===== src/hdl/assert_macros.svh =====
// assertion helpers used by the datapath
// every check is sampled on the rising edge of clk and held off during reset
`ifndef ASSERT_MACROS_SVH
`define ASSERT_MACROS_SVH

// property holds in the same cycle
`define FBS_ASSERT(lbl, prop, msg) \
  lbl: assert property (@(posedge clk) disable iff (!rst_n) (prop)) else $error(msg);

// condition implies a result in the next cycle
`define FBS_ASSERT_NEXT(lbl, pre, post, msg) \
  lbl: assert property (@(posedge clk) disable iff (!rst_n) (pre) |=> (post)) else $error(msg);

`endif


===== src/hdl/fbs_pkg.sv =====
// ----------------------------------------------------------------------------
// fbs_pkg
// Types and constants shared by the framed bit serializer controller,
// datapath and top level.
// ----------------------------------------------------------------------------
`timescale 1ns / 1ps
`default_nettype none

package fbs_pkg;

  // bit counter width, holds the longest preamble
  localparam int CNT_W        = 6;
  localparam int MAX_PREAMBLE = 34;
  localparam int FRAME_LEN    = 10;
  localparam int TRAILER_LEN  = 10;
  localparam logic [7:0] CRC_POLY = 8'h07;

  // controller states
  typedef enum logic [2:0] {
    ST_IDLE,
    ST_PRE,
    ST_BYTE,
    ST_CRC,
    ST_TRAIL
  } state_t;

  // source of a shift register load
  typedef enum logic [1:0] {
    SRC_ONES,
    SRC_IN,
    SRC_BYTE,
    SRC_CRC
  } src_t;

  // controller to datapath commands
  typedef struct packed {
    logic             accept;     // latch the input request
    logic             emit;       // push one bit into the output register
    logic             shift_load; // reload shift register and bit counter
    src_t             src;
    logic [CNT_W-1:0] cnt_val;
    logic             flag_last;  // bit ends the run of this request
    logic             flag_done;  // bit ends the block
    logic             close;      // clear crc and block-open flag
  } dp_cmd_t;

  // datapath to controller status
  typedef struct packed {
    logic out_free;
    logic cnt_last;
    logic has;
    logic last;
    logic in_block;
  } dp_sts_t;

endpackage

`default_nettype wire


===== src/hdl/fbs_datapath.sv =====
// ----------------------------------------------------------------------------
// fbs_datapath
// Input latch, crc-8 accumulator, ten-bit shift register, bit counter and
// output register of the framed bit serializer.
// ----------------------------------------------------------------------------
`timescale 1ns / 1ps
`default_nettype none
`include "assert_macros.svh"

module fbs_datapath (
  input  wire logic            clk,
  input  wire logic            rst_n,
  input  wire fbs_pkg::dp_cmd_t cmd,
  output fbs_pkg::dp_sts_t     sts,
  input  wire logic [7:0]      in_tdata,   // data_byte[7:0]
  input  wire logic [0:0]      in_tuser,   // has_byte
  input  wire logic            in_tlast,   // last_byte
  output logic                 out_tvalid,
  input  wire logic            out_tready,
  output logic [7:0]           out_tdata,  // line_bit, zero padding [7:1]
  output logic [0:0]           out_tuser,  // frame_done
  output logic                 out_tlast   // last_of_run
);
  import fbs_pkg::*;

  // one crc-8 byte step, msb first
  function automatic logic [7:0] crc_step(input logic [7:0] crc, input logic [7:0] b);
    logic [7:0] c;
    c = crc ^ b;
    for (int i = 0; i < 8; i++) begin
      c = c[7] ? ((c << 1) ^ CRC_POLY) : (c << 1);
    end
    return c;
  endfunction

  logic [7:0]       byte_r;
  logic             has_r, last_r;
  logic [7:0]       crc_r;
  logic             in_block_r;
  logic [9:0]       shift_r, shift_nxt;
  logic [CNT_W-1:0] cnt_r;
  logic             out_valid_r, out_bit_r, out_last_r, out_done_r;

  // request latch, payload only
  always_ff @(posedge clk) begin
    if (cmd.accept) begin
      byte_r <= in_tdata;
      has_r  <= in_tuser[0];
      last_r <= in_tlast;
    end
  end

  // crc and block-open flag
  always_ff @(posedge clk) begin
    if (!rst_n) begin
      crc_r      <= 8'h00;
      in_block_r <= 1'b0;
    end else if (cmd.close) begin
      crc_r      <= 8'h00;
      in_block_r <= 1'b0;
    end else if (cmd.accept) begin
      in_block_r <= 1'b1;
      if (in_tuser[0]) begin
        crc_r <= crc_step(crc_r, in_tdata);
      end
    end
  end

  // shift register load selection
  always_comb begin
    unique case (cmd.src)
      SRC_ONES: shift_nxt = '1;
      SRC_IN:   shift_nxt = {1'b1, in_tdata, 1'b0};
      SRC_BYTE: shift_nxt = {1'b1, byte_r, 1'b0};
      SRC_CRC:  shift_nxt = {1'b1, crc_r, 1'b0};
      default:  shift_nxt = '1;
    endcase
  end

  // shift register and bit counter, ones shift in from the top
  always_ff @(posedge clk) begin
    if (!rst_n) begin
      cnt_r <= '0;
    end else if (cmd.shift_load) begin
      cnt_r <= cmd.cnt_val;
    end else if (cmd.emit) begin
      cnt_r <= cnt_r - CNT_W'(1);
    end
  end

  always_ff @(posedge clk) begin
    if (cmd.shift_load) begin
      shift_r <= shift_nxt;
    end else if (cmd.emit) begin
      shift_r <= {1'b1, shift_r[9:1]};
    end
  end

  // output register
  always_ff @(posedge clk) begin
    if (!rst_n) begin
      out_valid_r <= 1'b0;
    end else if (cmd.emit) begin
      out_valid_r <= 1'b1;
    end else if (out_tready) begin
      out_valid_r <= 1'b0;
    end
  end

  always_ff @(posedge clk) begin
    if (cmd.emit) begin
      out_bit_r  <= shift_r[0];
      out_last_r <= cmd.flag_last;
      out_done_r <= cmd.flag_done;
    end
  end

  assign out_tvalid   = out_valid_r;
  assign out_tdata    = {7'd0, out_bit_r};
  assign out_tuser[0] = out_done_r;
  assign out_tlast    = out_last_r;

  // status back to the controller
  assign sts.out_free = !out_valid_r || out_tready;
  assign sts.cnt_last = (cnt_r == CNT_W'(1));
  assign sts.has      = has_r;
  assign sts.last     = last_r;
  assign sts.in_block = in_block_r;

  // checks
  `FBS_ASSERT(a_emit_free, !cmd.emit || sts.out_free, "bit emitted into a full output register")
  `FBS_ASSERT(a_done_last, !(out_valid_r && out_done_r) || out_last_r,
              "frame end without end of run")
  `FBS_ASSERT_NEXT(a_close_clear, cmd.close, (crc_r == 8'h00) && !in_block_r,
                   "block close left crc or block flag set")
  `FBS_ASSERT(a_crc_open, !(cmd.shift_load && cmd.src == SRC_CRC) || in_block_r || cmd.accept,
              "crc framed outside a block")

endmodule

`default_nettype wire


===== src/hdl/fbs_ctrl.sv =====
// ----------------------------------------------------------------------------
// fbs_ctrl
// Sequencer of the framed bit serializer: walks preamble, data frame,
// crc frame and trailer, and issues commands to the datapath.
// ----------------------------------------------------------------------------
`timescale 1ns / 1ps
`default_nettype none

module fbs_ctrl #(
  parameter int PREAMBLE_LEN = 24
) (
  input  wire logic             clk,
  input  wire logic             rst_n,
  input  wire logic             in_tvalid,
  output logic                  in_tready,
  input  wire logic [0:0]       in_tuser,   // has_byte
  input  wire logic             in_tlast,   // last_byte
  output fbs_pkg::dp_cmd_t      cmd,
  input  wire fbs_pkg::dp_sts_t sts
);
  import fbs_pkg::*;

  // preamble length, clamped so one request stays within 64 bits
  localparam int PRE_N = (PREAMBLE_LEN > MAX_PREAMBLE) ? MAX_PREAMBLE : PREAMBLE_LEN;

  state_t state_r, state_nxt;

  // state register
  always_ff @(posedge clk) begin
    if (!rst_n) begin
      state_r <= ST_IDLE;
    end else begin
      state_r <= state_nxt;
    end
  end

  // next state and commands
  always_comb begin
    state_nxt      = state_r;
    in_tready      = 1'b0;
    cmd.accept     = 1'b0;
    cmd.emit       = 1'b0;
    cmd.shift_load = 1'b0;
    cmd.src        = SRC_ONES;
    cmd.cnt_val    = CNT_W'(FRAME_LEN);
    cmd.flag_last  = 1'b0;
    cmd.flag_done  = 1'b0;
    cmd.close      = 1'b0;
    unique case (state_r)
      ST_IDLE: begin
        in_tready = 1'b1;
        // idle requests carry neither byte nor end and are dropped
        if (in_tvalid && (in_tuser[0] || in_tlast)) begin
          cmd.accept     = 1'b1;
          cmd.shift_load = 1'b1;
          if (!sts.in_block && PRE_N != 0) begin
            cmd.src     = SRC_ONES;
            cmd.cnt_val = CNT_W'(PRE_N);
            state_nxt   = ST_PRE;
          end else if (in_tuser[0]) begin
            cmd.src   = SRC_IN;
            state_nxt = ST_BYTE;
          end else begin
            cmd.src   = SRC_CRC;
            state_nxt = ST_CRC;
          end
        end
      end
      ST_PRE: begin
        if (sts.out_free) begin
          cmd.emit = 1'b1;
          if (sts.cnt_last) begin
            cmd.shift_load = 1'b1;
            if (sts.has) begin
              cmd.src   = SRC_BYTE;
              state_nxt = ST_BYTE;
            end else begin
              cmd.src   = SRC_CRC;
              state_nxt = ST_CRC;
            end
          end
        end
      end
      ST_BYTE: begin
        if (sts.out_free) begin
          cmd.emit      = 1'b1;
          cmd.flag_last = sts.cnt_last && !sts.last;
          if (sts.cnt_last) begin
            if (sts.last) begin
              cmd.shift_load = 1'b1;
              cmd.src        = SRC_CRC;
              state_nxt      = ST_CRC;
            end else begin
              state_nxt = ST_IDLE;
            end
          end
        end
      end
      ST_CRC: begin
        if (sts.out_free) begin
          cmd.emit = 1'b1;
          if (sts.cnt_last) begin
            cmd.close      = 1'b1;
            cmd.shift_load = 1'b1;
            cmd.src        = SRC_ONES;
            cmd.cnt_val    = CNT_W'(TRAILER_LEN);
            state_nxt      = ST_TRAIL;
          end
        end
      end
      ST_TRAIL: begin
        if (sts.out_free) begin
          cmd.emit      = 1'b1;
          cmd.flag_last = sts.cnt_last;
          cmd.flag_done = sts.cnt_last;
          if (sts.cnt_last) begin
            state_nxt = ST_IDLE;
          end
        end
      end
      default: state_nxt = ST_IDLE;
    endcase
  end

endmodule

`default_nettype wire


===== src/hdl/framed_bit_serializer_crc8.sv =====
// output: a taken request loads the shift register, whose bits then pass through the output register
// throughput: one line bit per cycle from the shift register while the output register is free; a data
//   byte is 10 bits and the accept cycle sends none, a closing request adds 20 bits of crc frame and trailer,
//   and the first request of a block adds PREAMBLE_LEN bits (clamped to 34); requests are taken only in idle
// reset: synchronous active-low rst_n clears the sequencer, crc, block flag, bit counter and output valid
// ----------------------------------------------------------------------------
// framed_bit_serializer_crc8
// Serializes block bytes into uart-style framed line bits with a preamble,
// a framed crc-8 (poly 0x07) at block end and a trailer of ones.
// ----------------------------------------------------------------------------
`timescale 1ns / 1ps
`default_nettype none

module framed_bit_serializer_crc8 #(
  parameter int PREAMBLE_LEN = 24
) (
  input  wire logic       clk,
  input  wire logic       rst_n,
  input  wire logic       in_tvalid,
  output logic            in_tready,
  input  wire logic [7:0] in_tdata,   // data_byte[7:0]
  input  wire logic [0:0] in_tuser,   // has_byte
  input  wire logic       in_tlast,   // last_byte
  output logic            out_tvalid,
  input  wire logic       out_tready,
  output logic [7:0]      out_tdata,  // line_bit, zero padding [7:1]
  output logic [0:0]      out_tuser,  // frame_done
  output logic            out_tlast   // last_of_run
);
  import fbs_pkg::*;

  dp_cmd_t cmd;
  dp_sts_t sts;

  // sequencer
  fbs_ctrl #(
    .PREAMBLE_LEN(PREAMBLE_LEN)
  ) u_ctrl (
    .clk       (clk),
    .rst_n     (rst_n),
    .in_tvalid (in_tvalid),
    .in_tready (in_tready),
    .in_tuser  (in_tuser),
    .in_tlast  (in_tlast),
    .cmd       (cmd),
    .sts       (sts)
  );

  // datapath
  fbs_datapath u_dp (
    .clk        (clk),
    .rst_n      (rst_n),
    .cmd        (cmd),
    .sts        (sts),
    .in_tdata   (in_tdata),
    .in_tuser   (in_tuser),
    .in_tlast   (in_tlast),
    .out_tvalid (out_tvalid),
    .out_tready (out_tready),
    .out_tdata  (out_tdata),
    .out_tuser  (out_tuser),
    .out_tlast  (out_tlast)
  );

endmodule

`default_nettype wire

===== config.mk =====
export PLATFORM = sky130hd
export DESIGN_NAME = framed_bit_serializer_crc8
export DESIGN_NICKNAME = d
export VERILOG_FILES = /design/src/hdl/fbs_pkg.sv /design/src/hdl/fbs_datapath.sv /design/src/hdl/fbs_ctrl.sv /design/src/hdl/framed_bit_serializer_crc8.sv
export VERILOG_INCLUDE_DIRS = /design/src /design/src/hdl
export SDC_FILE = /design/constraint.sdc
export NUM_CORES = 1
export LEC_CHECK = 0
export BUFFER_PORTS_ARGS = -buffer_cell sky130_fd_sc_hd__buf_2
export CORE_MARGIN = 4
export CORE_UTILIZATION = 46
export DETAILED_ROUTE_END_ITERATION = 12
export PLACE_DENSITY = 0.65
export SLEW_MARGIN = 20
export SYNTH_ARGS = -nofsm -noshare
export SYNTH_HDL_FRONTEND = slang
export SYNTH_SLANG_ARGS = --single-unit
export TNS_END_PERCENT = 50

===== constraint.sdc =====
create_clock -name clk -period 3.3 [get_ports clk]
set_clock_uncertainty 0.1 [all_clocks]
set_input_delay 0.99 -clock clk [delete_from_list [all_inputs] [get_ports clk]]
set_output_delay 0.99 -clock clk [all_outputs]
set_load 0.02 [all_outputs]

Yosys cells after proc, flatten, opt, wreduce, memory -nomap -nowiden
Cells that the tools add are included.
Operators by class
  $add $sub $neg: 1
  equality and inequality tests: 17
  mux-type cells: 54
  bitwise logic cells: 10
  reductions and logical operators: 14
Operators by type and width (count)
  2-to-1 mux 3 bit: 20
  case mux 10 bit (4 select lines): 1
  2-to-1 mux 10 bit: 3
  inverter 3 bit: 8
  2-to-1 mux 9 bit: 2
  case mux 3 bit (5 select lines): 1
  2-to-1 mux 1 bit: 13
  2-to-1 mux 6 bit: 2
  case mux 3 bit (4 select lines): 1
  case mux 6 bit (2 select lines): 1
  2-to-1 mux 2 bit: 5
  != test 2 x 1 -> 1 bit (second input constant): 5
  AND reduction 9 bit: 1
  2-to-1 mux 4 bit: 2
  != test 2 bit (second input constant): 4
  bitwise XOR 8 bit: 1
  == test 3 x 2 -> 1 bit (second input constant): 2
  == test 6 x 1 -> 1 bit (second input constant): 1
  subtractor 6 x 1 -> 6 bit (second input constant): 1
  2-to-1 mux 5 bit: 1
  == test 2 bit (second input constant): 2
  case mux 1 bit (4 select lines): 1
  AND reduction 2 bit: 2
  nonzero test 2 bit: 2
  11 further kinds: 14
Storage, ports and cells
  register bits after elaboration: 42
  bits of input ports: 14
  output and inout port bits: 12
  word-level logic and storage cells: 108

Longest topological paths before layout
  word-level depth: 17
  mapped depth: 8

Modules after synthesis
A second synthesis with hierarchy kept.
Unflattened totals
  cell total of the unflattened synthesis: 234
  area, all modules: 2379.8 um2
By module, submodules not included
  fbs_datapath: times used 1, cells each 181, area each 1998.2 um2
  fbs_ctrl: times used 1, cells each 53, area each 381.6 um2

Least setup slack after synthesis
No wires, ideal clock.
  path kind: input to register
  start point: input in_tvalid
  end point: register u_dp.shift_r[2] (data pin)
  arrival: 2.428 ns
  setup slack: 0.507 ns
  stages on the path: 7
  path buffers: 1
  cells stage by stage: nor4b_4 -> o21ai_0 -> inv_1 -> a32o_2 -> buf_12 -> mux2i_1 -> a221oi_2
Between the ends
  longest elaborated chain between the ends: 6
  elaborated cells on any way between the ends: 9
  those cells by class: 3 x eq/ne; 4 x mux; 2 x reduce/logical
RTL lines
  start: declaration: line framed_bit_serializer_crc8.sv:19  | input wire logic in_tvalid,
  logical AND 1 bit (*): line fbs_ctrl.sv:53  | if (in_tvalid && (in_tuser[0] || in_tlast)) begin
  2-to-1 mux 9 bit (*): line fbs_ctrl.sv:53
  case mux 3 bit (4 select lines) (*): line fbs_ctrl.sv:49  | unique case (state_r)
  == test 2 bit (tied with other cells): line fbs_datapath.sv:71  | unique case (cmd.src)
  case mux 10 bit (4 select lines): line fbs_datapath.sv:71
  2-to-1 mux 10 bit (*): line fbs_datapath.sv:92  | if (cmd.shift_load) begin
  end signal: assignment: line fbs_datapath.sv:93  | shift_r <= shift_nxt;
  end signal: assignment: line fbs_datapath.sv:95  | shift_r <= {1'b1, shift_r[9:1]};
  end: declaration: line fbs_datapath.sv:40  | logic [9:0] shift_r, shift_nxt;
Every way passes the cells marked *; elsewhere a longest branch is shown, timed or not. The select of a mux whose other input is x is not followed.
A chain may end at the register's enable or synchronous reset.

Worst setup path in the final report
  start point: register u_dp.cnt_r[0]
  end point: register u_dp.shift_r[4] (data pin)
Between the ends
  longest elaborated chain between the ends: 7
  elaborated cells on any way between the ends: 14
  those cells by class: 4 x eq/ne; 9 x mux; 1 x reduce/logical
RTL lines
  start: declaration: line fbs_datapath.sv:41  | logic [CNT_W-1:0] cnt_r;
  start signal: assignment: line fbs_datapath.sv:85  | cnt_r <= cmd.cnt_val;
  start signal: assignment: line fbs_datapath.sv:87  | cnt_r <= cnt_r - CNT_W'(1);
  == test 6 x 1 -> 1 bit (*): line fbs_datapath.sv:125  | assign sts.cnt_last = (cnt_r == CNT_W'(1));
  2-to-1 mux 3 bit (on tied branches): line fbs_ctrl.sv:88, fbs_ctrl.sv:72
  2-to-1 mux 4 bit (on tied branches): line fbs_ctrl.sv:85, fbs_ctrl.sv:70
  case mux 3 bit (4 select lines) (*): line fbs_ctrl.sv:49
  == test 2 bit (tied with other cells): line fbs_datapath.sv:71
  case mux 10 bit (4 select lines): line fbs_datapath.sv:71
  2-to-1 mux 10 bit (*): line fbs_datapath.sv:92
Marks and branches as above.

==> results.rst <==
.. list-table::
   :header-rows: 1

   * - Metric
     - Value
   * - Number of DRC violations after detailed-routing iteration 0
     - 55
   * - DRC errors left
     - 0
   * - # rows
     - 25
   * - Vias after detailed routing
     - 1549
   * - Post-cts hold buffer count
     - 0
   * - Die Width
     - 79.0 µm
   * - WP data required
     - 3.24 ns
   * - Number of nets at the end of the flow
     - 250
   * - Initial cell density of the core
     - 48.2%
   * - Clock latency on the worst-skew pair
     - 0.30 ns
   * - Total global routing overflow
     - 0
   * - Total global-route track usage
     - 15.4%
   * - Crit end category
     - flip-flop
   * - Count leader, synth
     - sky130_fd_sc_hd__nor2_1
   * - Total setup violations reported at the end of the flow
     - 0
   * - Fraction of layout cells with a size suffix above 1
     - 20.4%
   * - Aggregate routed wire length
     - 4500 µm
   * - #FFs+latches synth
     - 41
   * - Maximum frequency from static timing analysis
     - 382 MHz
   * - Number of buffers on the longest clock path
     - 2
   * - Number of enable-type register cells in the synthesized netlist
     - 22
   * - Max Transition Viols Final
     - 0
   * - Vias per cell
     - 5.13
   * - Synthesized area per cell
     - 10.9 µm²
   * - Run status
     - completed
   * - Count of warnings emitted by yosys
     - 0
   * - Cell count of the worst hold path
     - 0
   * - Pwr/cell area
     - 674 nW/µm²
   * - Clock root buffer
     - sky130_fd_sc_hd__clkbuf_8
   * - Floorplan Core Area
     - 4820 µm²
   * - # clock sinks
     - 41
   * - Cells after Synth
     - 212
   * - Detailed-routing iteration count for the pre-antenna-repair pass
     - 4
   * - Fin cells
     - 302
   * - Die Footprint
     - 6250 µm²
   * - Vertical die dimension
     - 79.0 µm
   * - Yosys top cell area share
     - 28.5%
   * - Number of antenna violations at the first check in global routing
     - 0
   * - Cell count of the worst reg-to-reg path
     - 7
   * - Share of flip-flops with an asynchronous set or reset after synthesis
     - 0%
   * - Top-level I/O count
     - 26
   * - Crit path kind
     - reg2reg
   * - Max-cap viol count
     - 0
   * - TritonCTS clock tree
     - yes
   * - Number of setup buffers added after CTS
     - 0
   * - Total leakage power
     - 1.05 nW
   * - Number of global-route vias before repair
     - 1462
   * - Port buffer count
     - 18
   * - Sum of negative setup slack
     - 0 ns
   * - Largest fanout on the critical path
     - 9
   * - Shortest clock period the worst path allows after layout
     - 2.62 ns
   * - Clock transition time at the flip-flop clock pins of the worst setup and hold paths
     - 0.09 ns
   * - Total power draw
     - 1.74 mW
   * - Setup repair after global routing missed its margin
     - false
   * - Number of diodes added for antenna fixing
     - 0
   * - Synth unique cells
     - 49
   * - Final hold vios
     - 0
   * - Area leader, netlist
     - sky130_fd_sc_hd__edfxtp_1
   * - Count of nets left with antenna violations after detail routing
     - 0
   * - Worst VDD drop
     - 0.000305 V
   * - Cell Area, Synth
     - 2320 µm²
   * - Layout overhead on the synthesized area
     - 11.0%
   * - Placed cells
     - 294
   * - Clock buffers created by TritonCTS
     - 5
   * - Max H-tree Level
     - 2
   * - HPWL after DPL
     - 3310 µm
   * - Top_reg_cell synth
     - sky130_fd_sc_hd__edfxtp_1
   * - Crit share post-route
     - 79.4%
   * - CP startpoint kind
     - flip-flop
   * - Path class of the lowest-slack min-delay path
     - reg2reg
   * - Arrival @ worst endpoint
     - 2.56 ns
   * - First-pass GRT wire length
     - 7380 µm
   * - Synth top cells by count
     - 31 x sky130_fd_sc_hd__nor2_1, 22 x sky130_fd_sc_hd__edfxtp_1, 19 x sky130_fd_sc_hd__dfxtp_1, 17 x sky130_fd_sc_hd__xnor2_1, 14 x sky130_fd_sc_hd__inv_1
   * - Avg WL per Cell
     - 14.9 µm
   * - Sequential element share of the synthesized area
     - 44.9%
   * - Synth top area cells
     - sky130_fd_sc_hd__edfxtp_1 28%, sky130_fd_sc_hd__dfxtp_1 16%, sky130_fd_sc_hd__xnor2_1 6.4%
   * - Pin count of the biggest net entering global routing
     - 15
   * - Gates resized, CTS repair
     - 0
   * - Final Wtd Congestion
     - 0.789
[routing by layer]
layer  GRT usage (%)  vias to the layer above  routed length, µm  share of wire, %
met4            3.61                        0                 53               1.2
met2            24.1                       41               2150                48
li1                -                      769                  -                 -
met3            4.20                        6                204               4.5
met1            21.4                      733               2090                47
met5               0                        -                  0                 0
[worst max-delay path, cell delays in order, from the launching register on]
cell and delay (ns):
sky130_fd_sc_hd__dfxtp_1 0.41, sky130_fd_sc_hd__ha_1 0.19, sky130_fd_sc_hd__or4b_4 0.47, sky130_fd_sc_hd__nor3_4 0.31, sky130_fd_sc_hd__a32o_2 0.36, sky130_fd_sc_hd__buf_4 0.20
sky130_fd_sc_hd__mux2i_1 0.24, sky130_fd_sc_hd__a221oi_2 0.08
[logic make-up (layout without fill, tap and decap cells)]
family,count (synthesis),in the layout,synth area share (%)
AND/OR/NAND/NOR,68,68,15.8
adder cells (fa/ha/maj),2,2,1.08
XOR/XNOR,30,30,15.6
flip-flops,41,41,44.9
multiplexers,9,9,3.88
AO/OA/AOI/OAI,32,32,11.0
other,1,7,0.162
buffers and inverters,29,46,7.60
[layout make-up]
type	count	area, µm²
multi-input combinational	148	1130
fill	438	2240
clock inverter	3	68.8
inverter	14	52.6
tap	67	83.8
timing repair buffer	24	135
sequential	41	1040
clock buffer	5	68.8
[metrics by stage]
stage	utilization (%)	instance area (µm²)	setup WS (ns)	hold slack, ns
4_1_cts	53.5	2580	0.692	0.329
5_1_grt	53.5	2580	0.550	0.348
3_5_place_dp	50.6	2440	0.400	0.309
2_1_floorplan	-	2340	0.507	0.300
3_3_place_gp	50.6	2440	0.434	0.303
6_report	53.5	2580	0.680	0.327
[layout by cell type (no fill, tap or decap), types with 5 or more instances in the layout]
| master | instances |
|---|---|
| sky130_fd_sc_hd__nor2_1 | 31 |
| sky130_fd_sc_hd__edfxtp_1 | 22 |
| sky130_fd_sc_hd__dfxtp_1 | 19 |
| sky130_fd_sc_hd__buf_2 | 18 |
| sky130_fd_sc_hd__xnor2_1 | 17 |
| sky130_fd_sc_hd__inv_1 | 14 |
| sky130_fd_sc_hd__nand2_1 | 11 |
| sky130_fd_sc_hd__mux2i_1 | 9 |
| sky130_fd_sc_hd__a21oi_1 | 8 |
| sky130_fd_sc_hd__conb_1 | 7 |
| sky130_fd_sc_hd__o21ai_0 | 6 |
| sky130_fd_sc_hd__nor3_1 | 6 |
| sky130_fd_sc_hd__xor2_1 | 6 |
| sky130_fd_sc_hd__buf_4 | 6 |
| sky130_fd_sc_hd__a221oi_2 | 5 |
| sky130_fd_sc_hd__xnor3_1 | 5 |
| sky130_fd_sc_hd__clkbuf_8 | 5 |
[state kept, by name, summed over array words and instances, names as in the netlist]
register         flops
u_dp.shift_r         9
u_dp.byte_r          8
u_dp.crc_r           8
u_dp.cnt_r           6
u_ctrl.state_r       3
u_dp.has_r           1
u_dp.in_block_r      1
u_dp.last_r          1
u_dp.out_bit_r       1
u_dp.out_tlast       1
u_dp.out_tuser       1
u_dp.out_tvalid      1
[path summary, 6_finish.rpt]
kind,endpoint,slack [ns],start
setup / recovery,u_dp.shift_r[4],0.68,u_dp.cnt_r[0]
hold / removal,u_dp.out_bit_r,0.33,u_dp.shift_r[0]
setup reg to reg,u_dp.shift_r[4],0.68,u_dp.cnt_r[0]
hold reg to reg,u_dp.out_bit_r,0.33,u_dp.shift_r[0]
[power breakdown]
group | switching (mW) | total (mW) | internal, mW
registers | 0.0727 | 0.725 | 0.652
clock network | 0.190 | 0.495 | 0.305
logic | 0.268 | 0.517 | 0.249
(Power assumes the default switching activity.)
